--- src/rtl/core/htfl_pkg.sv ---
// Shared types and constants for the handle table with free list.
package htfl_pkg;

	// Table geometry
	localparam int TABLE_DEPTH = 1024;
	localparam int IDX_W       = $clog2(TABLE_DEPTH);
	localparam int LINK_W      = IDX_W + 1;
	localparam logic [LINK_W-1:0] LIST_EMPTY = '1;
	localparam logic [LINK_W-1:0] DEPTH_LINK = LINK_W'(TABLE_DEPTH);

	// Field widths fixed by the transaction format
	localparam int HANDLE_W = 10;
	localparam int TAG_W    = 32;
	localparam int REFS_W   = 16;
	localparam int OPEN_W   = 11;
	localparam logic [REFS_W-1:0] REFS_MAX = '1;

	// Queue between front and back
	localparam int Q_DEPTH = 2;
	localparam int Q_PTR_W = $clog2(Q_DEPTH);
	localparam int Q_CNT_W = $clog2(Q_DEPTH + 1);

	typedef enum logic [1:0] {
		CMD_ALLOC = 2'd0,
		CMD_GET   = 2'd1,
		CMD_PUT   = 2'd2,
		CMD_CLOSE = 2'd3
	} cmd_t;

	typedef enum logic [1:0] {
		ST_OK   = 2'd0,
		ST_FULL = 2'd1,
		ST_BAD  = 2'd2,
		ST_BUSY = 2'd3
	} status_t;

	typedef enum logic {
		BK_IDLE = 1'b0,
		BK_EXEC = 1'b1
	} bk_state_t;

	// Request transaction
	typedef struct packed {
		logic [1:0]          command;
		logic [HANDLE_W-1:0] handle;
		logic [TAG_W-1:0]    owner_tag;
	} req_t;

	// Response transaction
	typedef struct packed {
		logic [1:0]          status;
		logic [HANDLE_W-1:0] result_handle;
		logic [TAG_W-1:0]    result_tag;
		logic [REFS_W-1:0]   ref_count;
		logic [OPEN_W-1:0]   open_count;
	} rsp_t;

	// Classified job handed from front to back
	typedef struct packed {
		cmd_t                cmd;
		logic [HANDLE_W-1:0] handle;
		logic [TAG_W-1:0]    tag;
		logic                in_range;
	} job_t;

	// One table entry as stored in memory
	typedef struct packed {
		logic              live;
		logic [REFS_W-1:0] refs;
		logic [TAG_W-1:0]  tag;
		logic [LINK_W-1:0] next;
	} entry_t;

endpackage

--- src/rtl/core/htfl_queue.sv ---
// Short job queue between the front end and the execution back end.
module htfl_queue import htfl_pkg::*; (
	input  logic clk,
	input  logic arst_n,
	input  logic push,
	input  job_t push_job,
	output logic full,
	input  logic pop,
	output logic valid,
	output job_t head
);

	job_t               slot_q [Q_DEPTH];
	logic [Q_PTR_W-1:0] wr_ptr_q;
	logic [Q_PTR_W-1:0] rd_ptr_q;
	logic [Q_CNT_W-1:0] cnt_q;
	logic               do_push;
	logic               do_pop;

	assign full    = (cnt_q == Q_CNT_W'(Q_DEPTH));
	assign valid   = (cnt_q != '0);
	assign head    = slot_q[rd_ptr_q];
	assign do_push = push && !full;
	assign do_pop  = pop && valid;

	// Pointers and fill count
	always_ff @(posedge clk or negedge arst_n) begin
		if (!arst_n) begin
			wr_ptr_q <= '0;
			rd_ptr_q <= '0;
			cnt_q    <= '0;
		end else begin
			if (do_push) begin
				wr_ptr_q <= (wr_ptr_q == Q_PTR_W'(Q_DEPTH - 1)) ? '0 : wr_ptr_q + 1'b1;
			end
			if (do_pop) begin
				rd_ptr_q <= (rd_ptr_q == Q_PTR_W'(Q_DEPTH - 1)) ? '0 : rd_ptr_q + 1'b1;
			end
			if (do_push && !do_pop) begin
				cnt_q <= cnt_q + 1'b1;
			end else if (do_pop && !do_push) begin
				cnt_q <= cnt_q - 1'b1;
			end
		end
	end

	// Payload slots
	always_ff @(posedge clk) begin
		if (do_push) begin
			slot_q[wr_ptr_q] <= push_job;
		end
	end

endmodule

--- config.mk ---
export PLATFORM = sky130hd
export DESIGN_NAME = htfl_queue
export DESIGN_NICKNAME = d
export VERILOG_FILES = /design/src/rtl/core/htfl_pkg.sv /design/src/rtl/core/htfl_queue.sv
export SDC_FILE = /design/constraint.sdc
export NUM_CORES = 1
export LEC_CHECK = 0
export BUFFER_PORTS_ARGS = -buffer_cell sky130_fd_sc_hd__buf_2
export CAP_MARGIN = 15
export CELL_PAD_IN_SITES_DETAIL_PLACEMENT = 1
export CELL_PAD_IN_SITES_GLOBAL_PLACEMENT = 2
export CORE_UTILIZATION = 41
export CTS_CLUSTER_SIZE = 40
export DETAILED_ROUTE_END_ITERATION = 6
export GPL_TIMING_DRIVEN = 0
export PLACE_DENSITY = 0.79
export SYNTH_ARGS = -nofsm -noshare
export SYNTH_HDL_FRONTEND = slang
export SYNTH_SLANG_ARGS = --single-unit
--- constraint.sdc ---
create_clock -name clk -period 8.4 [get_ports clk]
set_input_delay 2.1 -clock clk [delete_from_list [all_inputs] [get_ports clk]]
set_output_delay 2.1 -clock clk [all_outputs]
set_load 0.01 [all_outputs]
==> results.sh <==
export IMPL_drive_above_1_share_pct=60.5
export IMPL_drt_iter0_drc=31
export IMPL_fin_worst_skew_ns=0.0104
export IMPL_grt_pass1_vias=1829
export IMPL_fillCellCount=835
export IMPL_multi_input_area_um2=754
export IMPL_postSynthCellCount=159
export IMPL_diodes=0
export IMPL_cp_max_fo=10
export IMPL_drc_errors=1
export IMPL_required_ns=6.30
export IMPL_cts_setup_buffers=0
export IMPL_crit_type="reg2out"
export IMPL_die_h_um=96.3
export IMPL_cts_tree="built"
export IMPL_slew_headroom_pct=54.8
export IMPL_grt_pass1_wl_um=9160
export IMPL_netlist_area_um2=3650
export IMPL_ir_drop_mv=0.223
export IMPL_setup_viol=0
export IMPL_pre_cts_slack_ns=4.91
export IMPL_period_share_pct=42.9
export IMPL_overflow=0
export IMPL_grt_max_degree=26
export IMPL_finalHoldViolCount=0
export IMPL_rsz0062_at_grt="false"
export IMPL_ys_ff_latch=94
export IMPL_cp_start_kind="flip-flop"
export IMPL_ioPinCount=96
export IMPL_slew_viol_final=0
export IMPL_clockBufferDepth=2
export IMPL_drt_total_wl_um=6230
export IMPL_setup_slack_ns=4.80
export IMPL_arrival_ns=1.50
export IMPL_rows=34
export IMPL_finalCriticalPeriod_ns=3.60
export IMPL_hp_class="reg2reg"
export IMPL_leakagePower_uw=0.00180
export IMPL_path_clk_slew_ns=0.08
export IMPL_status="finished, violations left"
export IMPL_cts_sinks=94
export IMPL_cp_end_kind="output pin"
export IMPL_dp_hpwl_um=4470
export IMPL_ant_nets=0
export IMPL_cp_top_family="buffers and inverters"
export IMPL_vias=1780
export IMPL_initial_core_util_pct=42.0
export IMPL_slowest_delay_ns=0.35
export IMPL_cap_violations=0
export IMPL_fin_hold_ws_ns=0.499
export IMPL_ys_types=16
export IMPL_grtUsageTotal_pct=14.0
export IMPL_slowest_stage="dfrtp_1"
export IMPL_die_w_um=96.3
export IMPL_cts_hold_buffers=0
export IMPL_fin_util_pct=51.5
export IMPL_fin_nets=317
export IMPL_tns_ns=0
export IMPL_wl_per_cell_um=16.4
export IMPL_seq_area_frac_synth_pct=76.8
export IMPL_viasPerCell=4.70
export IMPL_insertion_delay_ns=0.35
export IMPL_violations="design-rule violations"
export IMPL_syn_nets=209
export IMPL_cts_buffers=9
export IMPL_cts_resized=0
export IMPL_regArea_um2=2800
export IMPL_cellPowerDensity_nw_per_um2=334
export IMPL_gp_congestion=0.637
export IMPL_ctsRootBufferMaster="clkbuf_8"
export IMPL_tightest_slew_ns=0.677
export IMPL_syn_area_per_cell_um2=22.9
export IMPL_fmax_ghz=0.278
export IMPL_cts_htree_levels=3
export IMPL_worstPathCellList="buf_6, buf_12, mux2_4, buf_2"
export IMPL_path_buf_inv=3
export IMPL_yosysWarningCount=0
export IMPL_drt_pass1_iterations=7
export IMPL_port_buffers=95
export IMPL_die_area_um2=9280
export IMPL_antenna_found_initial=0
export IMPL_power_uw=1490
export IMPL_area_growth_pct=22.5
export IMPL_core_um2=8680
## per-layer routing
metal	global-route usage (%)	up-vias	routed length [um]
met5	0	-	0
met4	8.09	0	116
met3	2.92	9	290
met2	24.2	47	3340
met1	16.0	887	2490
li1	-	837	-
## cell type report
cell class,count,area share (%)
plain buffers,5,2.04
well taps,108,3.02
inverters,2,0.168
repair buffers,97,11.5
flip-flops and latches,94,62.7
clock inverters,6,0.868
clock buffers,9,2.77
multi-input cells,58,16.9
## synth_stat cells
library cell	count	area share, %
and3_1	1	0.17
buf_12	4	2.2
mux2_4	39	16
inv_1	2	0.21
nand2_1	1	0.10
xor2_1	2	0.48
or2_1	1	0.17
edfxtp_1	90	74
dfrtp_1	4	2.7
nor2_1	2	0.21
mux2_2	6	1.9
nand2b_1	1	0.17
xnor2_1	3	0.72
ha_1	1	0.34
nand2_2	1	0.17
buf_6	1	0.31
## through the flow
| stage | std cells | cell area [um2] |
|---|---|---|
| 2_1_floorplan | 159 | 3650 |
| 3_3_place_gp | 362 | 4260 |
| 3_5_place_dp | 364 | 4310 |
| 4_1_cts | 379 | 4470 |
| 5_1_grt | 379 | 4470 |
| 6_report | 379 | 4470 |
## power by group
group	internal, uW	switching, uW
combinational	300	268
sequential	641	31.5
clock	105	148
## state kept, by name, indices dropped and copies added (netlist names)
name      count
slot_q       90
wr_ptr_q      1
rd_ptr_q      1
cnt_q         2
## logic make-up after synthesis
| group | share of synthesized area [%] |
|---|---|
| adder cells (fa/ha/maj) | 0.343 |
| multiplexers | 17.9 |
| buffers and inverters | 2.71 |
| AND/OR/NAND/NOR | 0.995 |
| flip-flops | 76.8 |
| XOR/XNOR | 1.20 |
## worst reg2reg max path: cells and delay by family, from the launching register on
kind | cells | cell delay (ns)
simple gates | 3 | 0.86
flops | 1 | 0.42
buf+inv | 1 | 0.27
## final timing paths
kind,cells past startpoint,startpoint,endpoint,slack [ns]
worst max-delay path,4,rd_ptr_q$_DFFE_PN0P_,head[43],4.80
worst min-delay path,1,cnt_q[1]$_DFFE_PN0P_,cnt_q[1]$_DFFE_PN0P_,0.50
worst max register to register,4,cnt_q[0]$_DFFE_PN0P_,slot_q[0][6]$_DFFE_PP_,6.54
worst min register to register,1,cnt_q[1]$_DFFE_PN0P_,cnt_q[1]$_DFFE_PN0P_,0.50
max in group asynchronous,1,arst_n,cnt_q[0]$_DFFE_PN0P_,6.74
min in group asynchronous,1,arst_n,wr_ptr_q$_DFFE_PN0N_,1.55
## cell usage in the layout (no fill, tap or decap)
master,n
buf_2,95
edfxtp_1,90
mux2_4,39
clkbuf_8,9
buf_12,6
mux2_2,6
dfrtp_1,4
xnor2_1,3
inv_1,2
xor2_1,2
clkinv_2,2
buf_6,1
or2_1,1
nand2b_1,1
nand2_1,1
nand2_2,1
and3_2,1
nor2_4,1
nor2_1,1
ha_1,1
inv_6,1
clkinv_4,1
clkinv_1,1
clkinvlp_4,1
(Power assumes the default switching activity.)
